`src/rtl/core/dq_pkg.sv`:
```
// ----------------------------------------------------------------------------
// dq_pkg: shared types and constants for the double-ended queue
// Holds the request and result payload types, the operation and status codes,
// and the command and status groups between the controller and the datapath.
// ----------------------------------------------------------------------------
`default_nettype none

package dq_pkg;

  // Default number of ring entries.
  localparam int DEPTH_DEFAULT = 16;

  // Width of the reported fill count.
  localparam int FILL_W = 5;

  // Operation codes.
  localparam logic [1:0] OP_PUSH_FRONT = 2'd0;
  localparam logic [1:0] OP_PUSH_BACK  = 2'd1;
  localparam logic [1:0] OP_POP_FRONT  = 2'd2;
  localparam logic [1:0] OP_POP_BACK   = 2'd3;

  // Status codes.
  localparam logic [1:0] ST_OK    = 2'd0;
  localparam logic [1:0] ST_EMPTY = 2'd1;
  localparam logic [1:0] ST_FULL  = 2'd2;

  // One request.
  typedef struct packed {
    logic        [1:0]  operation;
    logic signed [31:0] push_value;
  } req_t;

  // One result.
  typedef struct packed {
    logic signed [31:0]       popped_value;
    logic        [1:0]        status;
    logic        [FILL_W-1:0] fill_count;
  } rsp_t;

  // Commands from the controller to the datapath.
  typedef struct packed {
    logic exec;       // carry out the accepted request
    logic load_read;  // capture the read data into the result register
  } cmd_t;

  // Status from the datapath to the controller.
  typedef struct packed {
    logic pop_read;   // the waiting request is a pop that will read the ring
  } stat_t;

endpackage

`default_nettype wire

```
`src/rtl/core/dq_ram.sv`:
```
// ----------------------------------------------------------------------------
// dq_ram: generic single-port-write, single-port-read RAM
// One write and one registered read per cycle. Contents are not reset.
// ----------------------------------------------------------------------------
`default_nettype none

module dq_ram #(
  parameter int WIDTH = 32,
  parameter int DEPTH = 16
) (
  input  wire logic                     clk,
  input  wire logic                     wr_en,
  input  wire logic [$clog2(DEPTH)-1:0] wr_addr,
  input  wire logic [WIDTH-1:0]         wr_data,
  input  wire logic                     rd_en,
  input  wire logic [$clog2(DEPTH)-1:0] rd_addr,
  output logic      [WIDTH-1:0]         rd_data
);

  logic [WIDTH-1:0] mem [DEPTH];

  // Write port.
  always_ff @(posedge clk) begin
    if (wr_en) begin
      mem[wr_addr] <= wr_data;
    end
  end

  // Registered read port.
  always_ff @(posedge clk) begin
    if (rd_en) begin
      rd_data <= mem[rd_addr];
    end
  end

endmodule

`default_nettype wire

```
`src/rtl/core/dq_datapath.sv`:
```
// ----------------------------------------------------------------------------
// dq_datapath: ring pointers, entry store and result register
// Keeps the head index and entry count, works out ring addresses, drives the
// entry RAM and assembles the result for each request.
// ----------------------------------------------------------------------------
`default_nettype none

module dq_datapath #(
  parameter int DEPTH = dq_pkg::DEPTH_DEFAULT
) (
  input  wire logic         clk,
  input  wire logic         rst,
  input  wire dq_pkg::req_t req_data,
  input  wire dq_pkg::cmd_t cmd,
  output dq_pkg::stat_t     stat,
  output dq_pkg::rsp_t      rsp_data
);

  localparam int AW = $clog2(DEPTH);
  localparam int CW = $clog2(DEPTH + 1);
  localparam logic [AW:0]   DEPTH_W = (AW + 1)'(DEPTH);
  localparam logic [AW-1:0] LAST_IDX = AW'(DEPTH - 1);
  localparam logic [CW-1:0] FULL_CNT = CW'(DEPTH);

  logic [AW-1:0] head;
  logic [AW-1:0] head_next;
  logic [CW-1:0] count;
  logic [CW-1:0] count_next;

  logic          is_push;
  logic          full;
  logic          empty;
  logic [AW-1:0] head_dec;
  logic [AW-1:0] back_push_pos;
  logic [AW-1:0] back_pop_pos;
  logic [CW-1:0] count_dec;
  logic [1:0]    status_code;

  logic          wr_en;
  logic [AW-1:0] wr_addr;
  logic          rd_en;
  logic [AW-1:0] rd_addr;
  logic [31:0]   rd_data;

  // Position that lies a given offset past the base, wrapped around the ring.
  function automatic logic [AW-1:0] ring_pos(input logic [AW-1:0] base,
                                             input logic [AW-1:0] off);
    logic [AW:0] sum;
    sum = {1'b0, base} + {1'b0, off};
    if (sum >= DEPTH_W) begin
      sum = sum - DEPTH_W;
    end
    return sum[AW-1:0];
  endfunction

  // Decode the waiting request against the current fill state.
  assign is_push       = (req_data.operation == dq_pkg::OP_PUSH_FRONT) ||
                         (req_data.operation == dq_pkg::OP_PUSH_BACK);
  assign full          = (count == FULL_CNT);
  assign empty         = (count == '0);
  assign count_dec     = count - CW'(1);
  assign head_dec      = (head == '0) ? LAST_IDX : head - AW'(1);
  assign back_push_pos = ring_pos(head, count[AW-1:0]);
  assign back_pop_pos  = ring_pos(head, count_dec[AW-1:0]);

  assign stat.pop_read = !is_push && !empty;

  // Next pointer state, RAM access and status for the executed request.
  always_comb begin
    head_next   = head;
    count_next  = count;
    status_code = dq_pkg::ST_OK;
    wr_en       = 1'b0;
    rd_en       = 1'b0;
    wr_addr     = back_push_pos;
    rd_addr     = head;
    if (is_push) begin
      if (full) begin
        status_code = dq_pkg::ST_FULL;
      end else begin
        wr_en      = cmd.exec;
        count_next = count + CW'(1);
        if (req_data.operation == dq_pkg::OP_PUSH_FRONT) begin
          wr_addr   = head_dec;
          head_next = head_dec;
        end
      end
    end else begin
      if (empty) begin
        status_code = dq_pkg::ST_EMPTY;
      end else begin
        rd_en      = cmd.exec;
        count_next = count_dec;
        if (req_data.operation == dq_pkg::OP_POP_FRONT) begin
          head_next = ring_pos(head, AW'(1));
        end else begin
          rd_addr = back_pop_pos;
        end
      end
    end
  end

  // Pointer registers.
  always_ff @(posedge clk) begin
    if (rst) begin
      head  <= '0;
      count <= '0;
    end else if (cmd.exec) begin
      head  <= head_next;
      count <= count_next;
    end
  end

  // Result register: status and count at execution, popped data in the cycle after.
  always_ff @(posedge clk) begin
    if (cmd.exec) begin
      rsp_data.popped_value <= '0;
      rsp_data.status       <= status_code;
      rsp_data.fill_count   <= dq_pkg::FILL_W'(count_next);
    end else if (cmd.load_read) begin
      rsp_data.popped_value <= $signed(rd_data);
    end
  end

  // Entry store.
  dq_ram #(
    .WIDTH (32),
    .DEPTH (DEPTH)
  ) u_ram (
    .clk     (clk),
    .wr_en   (wr_en),
    .wr_addr (wr_addr),
    .wr_data (req_data.push_value),
    .rd_en   (rd_en),
    .rd_addr (rd_addr),
    .rd_data (rd_data)
  );

  // The count never goes past the ring size and the head stays inside it.
  a_count_bound: assert property (@(posedge clk) disable iff (rst)
    (count <= FULL_CNT) && ({1'b0, head} < DEPTH_W))
    else $error("deque count or head out of range");

  // An accepted push with room raises the count by one.
  a_push_count: assert property (@(posedge clk) disable iff (rst)
    (cmd.exec && is_push && !full) |=> (count == $past(count) + CW'(1)))
    else $error("push did not raise the count");

  // A refused request leaves the pointers alone.
  a_refused_hold: assert property (@(posedge clk) disable iff (rst)
    (cmd.exec && ((is_push && full) || (!is_push && empty))) |=>
      ((count == $past(count)) && (head == $past(head))))
    else $error("refused request changed the pointers");

endmodule

`default_nettype wire

```
`src/rtl/core/dq_ctrl.sv`:
```
// ----------------------------------------------------------------------------
// dq_ctrl: request sequencer for the double-ended queue
// Takes one request at a time, waits out the RAM read for pops, and holds
// the result until the receiver takes it.
// ----------------------------------------------------------------------------
`default_nettype none

module dq_ctrl (
  input  wire logic          clk,
  input  wire logic          rst,
  input  wire logic          req_valid,
  output logic               req_stall,
  output logic               rsp_valid,
  input  wire logic          rsp_stall,
  input  wire dq_pkg::stat_t stat,
  output dq_pkg::cmd_t       cmd
);

  localparam logic [1:0] S_IDLE = 2'd0;
  localparam logic [1:0] S_READ = 2'd1;
  localparam logic [1:0] S_OUT  = 2'd2;

  logic [1:0] state;
  logic [1:0] state_next;
  logic       accept;

  assign req_stall     = (state != S_IDLE);
  assign rsp_valid     = (state == S_OUT);
  assign accept        = req_valid && (state == S_IDLE);
  assign cmd.exec      = accept;
  assign cmd.load_read = (state == S_READ);

  // Next-state logic.
  always_comb begin
    state_next = state;
    unique case (state)
      S_IDLE: begin
        if (req_valid) begin
          state_next = stat.pop_read ? S_READ : S_OUT;
        end
      end
      S_READ: begin
        state_next = S_OUT;
      end
      S_OUT: begin
        if (!rsp_stall) begin
          state_next = S_IDLE;
        end
      end
      default: begin
        state_next = S_IDLE;
      end
    endcase
  end

  // State register.
  always_ff @(posedge clk) begin
    if (rst) begin
      state <= S_IDLE;
    end else begin
      state <= state_next;
    end
  end

  // A pop that reads the ring always gets its data before the result shows.
  a_read_then_out: assert property (@(posedge clk) disable iff (rst)
    (state == S_READ) |=> (state == S_OUT))
    else $error("read cycle not followed by result");

  // A request is never taken while a result is still pending.
  a_no_overlap: assert property (@(posedge clk) disable iff (rst)
    !(cmd.exec && (rsp_valid || cmd.load_read)))
    else $error("request taken while busy");

endmodule

`default_nettype wire

```
`src/rtl/core/double_ended_queue.sv`:
```
// ----------------------------------------------------------------------------
// double_ended_queue: bounded deque of 32-bit signed values in a ring RAM
//
// Requests arrive on req_valid/req_stall/req_data; each carries an operation
// (push front, push back, pop front, pop back) and a value for pushes. Every
// request gives exactly one result on rsp_valid/rsp_stall/rsp_data: the value
// removed by a successful pop (zero otherwise), a status (ok, pop on empty,
// push on full) and the fill count after the operation.
// A request is taken when req_valid is high and req_stall is low; the same
// rule holds for results on the output side.
// After acceptance, pushes and refused requests go straight to the result
// state; pops that read the ring first wait in a read state, set by the RAM's
// registered read port. One request is in flight at a time, so a new request
// is taken only after the receiver has taken the last result.
// While rsp_stall is high the result is held and req_stall stays high.
// Reset (rst, synchronous) empties the queue at once; stored data is not
// cleared and no clearing pass is needed.
// ----------------------------------------------------------------------------
`default_nettype none

module double_ended_queue #(
  parameter int DEPTH = dq_pkg::DEPTH_DEFAULT
) (
  input  wire logic         clk,
  input  wire logic         rst,
  input  wire logic         req_valid,
  output logic              req_stall,
  input  wire dq_pkg::req_t req_data,
  output logic              rsp_valid,
  input  wire logic         rsp_stall,
  output dq_pkg::rsp_t      rsp_data
);

  dq_pkg::cmd_t  cmd;
  dq_pkg::stat_t stat;

  // Sequencer.
  dq_ctrl u_ctrl (
    .clk       (clk),
    .rst       (rst),
    .req_valid (req_valid),
    .req_stall (req_stall),
    .rsp_valid (rsp_valid),
    .rsp_stall (rsp_stall),
    .stat      (stat),
    .cmd       (cmd)
  );

  // Pointers, ring store and result register.
  dq_datapath #(
    .DEPTH (DEPTH)
  ) u_datapath (
    .clk      (clk),
    .rst      (rst),
    .req_data (req_data),
    .cmd      (cmd),
    .stat     (stat),
    .rsp_data (rsp_data)
  );

endmodule

`default_nettype wire
```
`config.mk`:
```
export PLATFORM = sky130hd
export DESIGN_NAME = double_ended_queue
export DESIGN_NICKNAME = d
export VERILOG_FILES = /design/src/rtl/core/dq_pkg.sv /design/src/rtl/core/dq_ram.sv /design/src/rtl/core/dq_datapath.sv /design/src/rtl/core/dq_ctrl.sv /design/src/rtl/core/double_ended_queue.sv
export SDC_FILE = /design/constraint.sdc
export NUM_CORES = 1
export LEC_CHECK = 0
export ABC_AREA = 1
export BUFFER_PORTS_ARGS = -buffer_cell sky130_fd_sc_hd__buf_2
export CORE_MARGIN = 3
export CORE_UTILIZATION = 35
export DETAILED_ROUTE_END_ITERATION = 8
export HOLD_SLACK_MARGIN = 0.12
export RECOVER_POWER = 25
export SLEW_MARGIN = 20
export SYNTH_ARGS = -nofsm -noshare
export SYNTH_HDL_FRONTEND = slang
export SYNTH_SLANG_ARGS = --single-unit
```
`constraint.sdc`:
```
create_clock -name clk -period 4 [get_ports clk]
set_clock_uncertainty 0.05 [all_clocks]
set_input_delay 0.4 -clock clk [delete_from_list [all_inputs] [get_ports clk]]
set_output_delay 0.4 -clock clk [all_outputs]
set_load 0.02 [all_outputs]
```
==> reports/metrics.yaml <==
worstSkewPairLatency_ns: 0.62
fin_cells: 3508
ys_seq_area_share_pct: 67.3
startpoint_type: "flop"
fmax_ghz: 0.302
io_pins: 79
reg2reg_depth: 8
whs_ns: 0.220
grt_max_degree: 108
hold_class: "primary input to flop"
path_class: "flop to flop"
chipHeight_um: 278
setup_violations: 0
grt_pass1_vias: 17300
num_vias: 17600
seqCellArea_um2: 17400
crit_fanout: 32
area_delta_synth_final_pct: 15.4
crit_chain: "inv_1 > ha_1 > nand3_1 > nand3_1 > o21ai_0 > nand2_1 > nor2_4 > buf_4"
firstDrtPassIters: 5
dp_hpwl_mm: 39.1
worstPathArrival_ns: 3.49
drv_slew: 0
core_um2: 73100
drt_iter0_drc: 1661
cts_tree: "yes"
routed_wl_mm: 69.7
initial_utilization_pct: 35.4
peakVddDrop_uv: 269
power.density_nw_per_um2: 531
holdPathStages: 2
cp_slowest_stage_delay_ns: 0.56
synthCells: 2419
clkTransAtPathRegs_ns: 0.06
clock-sinks: 594
finalNetCount: 2547
synth-seq-cells: 594
io_buffers: 78
tns_ns: 0
drive_gt1_share_pct: 9.31
fill_cells: 6938
maxCapViolations: 0
multi_input_area_um2: 6280
ctsRootBufferMaster: "clkbuf_16"
routed_via_density: 5.02
grt_setup_unrepaired: "no"
cpMostUsedCell: "nand3_1"
crit_cells: 8
ant_nets: 0
post-route-util_pct: 40.8
cp_num_buf_inv: 2
clk_path_buf_depth: 3
grt_overflow_total: 0
row_count: 99
required_ns: 4.17
place_congestion: 0.841
syn_avg_cell_area_um2: 10.7
dieArea_um2: 77200
cts_max_level: 3
cts_buffers: 66
ys_types: 36
relSlewSlack_pct: 35.7
crit_family: "simple AND/OR/NAND/NOR gates"
syn_nets: 2470
drc_errors: 0
slowest_stage: "buf_4"
post-route-period-util_pct: 82.9
endpoint_kind: "flop"
ys_warn_count: 0
period_needed_ns: 3.31
fp.dieW_um: 278
synth_area_um2: 25900
grt_first_pass_wirelength_mm: 106
drt-wirelength-per-cell_um: 19.9
antenna_found_initial: 2
final_hold_viol_count: 0
p_leak_nw: 12.0
dp_cells: 3369
tightest_slew_ns: 0.965
outcome: "completed"
grt.total_usage_pct: 17.9
metrics by stage:
step | area [um^2] | setup WS (ns) | total power, W
floorplan | 25900 | 0.568 | 0.00899
detailed placement | 27500 | 0.714 | 0.00999
global placement | 27500 | 0.785 | 0.00996
finish | 29800 | 0.686 | 0.0158
CTS | 29800 | 0.690 | 0.0160
global route | 29800 | 0.408 | 0.0165
layout by cell type (no fill, tap or decap), types with 5 or more instances in the layout:
cell type      synthesis  layout
a21oi_1               13      13
buf_12                 0      17
buf_2                 91      59
buf_4                 12      31
bufinv_16              0       5
clkbuf_1              29      27
clkbuf_16              0      68
clkinv_1               1      15
clkinv_2               0       7
clkinvlp_4             0       9
dfxtp_1               43      43
dlygate4sd3_1          0      18
edfxtp_1             551     551
ha_1                  11      11
inv_1                446     446
nand2_1              451     448
nand3_1              556     556
nand3b_1              95      95
nor2_1                27       9
nor2_4                 1      19
o21ai_0               48      48
xor2_1                 8       8
final cells by class:
cell class,instances,share of cell area (%)
Antenna cell,3,0.0252
Tap cell,959,4.02
Timing Repair Buffer,144,3.75
Clock inverter,42,1.30
Clock buffer,76,5.81
Inverter,450,5.66
Sequential cell,594,58.4
Multi-Input combinational cell,1240,21.1
sequential cells by signal, indices dropped and copies added (netlist names):
register                  flops
u_datapath.u_ram.rd_data     32
u_datapath.u_ram.mem        512
u_ctrl.state                  2
u_datapath.head               4
u_datapath.count              5
u_datapath.rsp_data          39
layer usage:
| layer | GRT usage, % | wire [um] | part of all wire [%] |
|---|---|---|---|
| met1 | 24.7 | 30400 | 44 |
| met2 | 28.5 | 32000 | 46 |
| met3 | 3.13 | 5520 | 7.9 |
| met4 | 6.46 | 1710 | 2.5 |
| met5 | 0 | 0 | 0 |
synthesized netlist by cell type, drive strengths merged:
master	instances	area, um^2
nand3	558	2820
edfxtp	551	16500
nand2	455	1720
inv	449	1690
buf	106	564
nand3b	95	713
o21ai	50	250
dfxtp	43	861
clkbuf	29	109
nor2	28	113
a21oi	13	65.1
ha	11	138
xor2	8	70.1
nand4	5	37.5
xnor2	4	35.0
o21a	3	22.5
fa	2	40.0
a211oi	1	7.51
a22o	1	8.76
a31oi	1	6.26
a32o	1	10.0
clkinv	1	3.75
mux2i	1	10.0
nor2b	1	6.26
nor3	1	5.00
o221ai	1	8.76
final timing paths:
check	from	to	slack [ns]
setup / recovery	u_datapath.count[0]	u_datapath.u_ram.mem[1][24]	0.69
setup reg to reg	u_datapath.count[0]	u_datapath.u_ram.mem[1][24]	0.69
hold / removal	req_data[33]	u_datapath.rsp_data[6]	0.22
hold reg to reg	u_datapath.rsp_data[23]	u_datapath.rsp_data[23]	0.41
report_power, final:
| part | internal (W) | leakage [nW] | switching [W] |
|---|---|---|---|
| clock | 0.00345 | 1.01 | 0.00249 |
| combinational | 0.000778 | 5.67 | 0.00194 |
| sequential | 0.00707 | 5.32 | 0.000106 |
| total | 0.0113 | 12.0 | 0.00453 |
kinds of logic after synthesis:
| family | count (synthesis) | synth area share [%] |
|---|---|---|
| compound gates | 71 | 1.47 |
| xor+xnor | 12 | 0.406 |
| fa+ha+maj | 13 | 0.687 |
| buf+inv | 585 | 9.14 |
| flops | 594 | 67.3 |
| mux | 1 | 0.0387 |
| simple gates | 1143 | 20.9 |
what timing repair did:
action	in CTS	in global routing
setup buffers	0	0
hold buffers	18	0
gates resized for setup	0	0
hold endpoints to repair	154	0
Power figures use the tool's default switching activity.
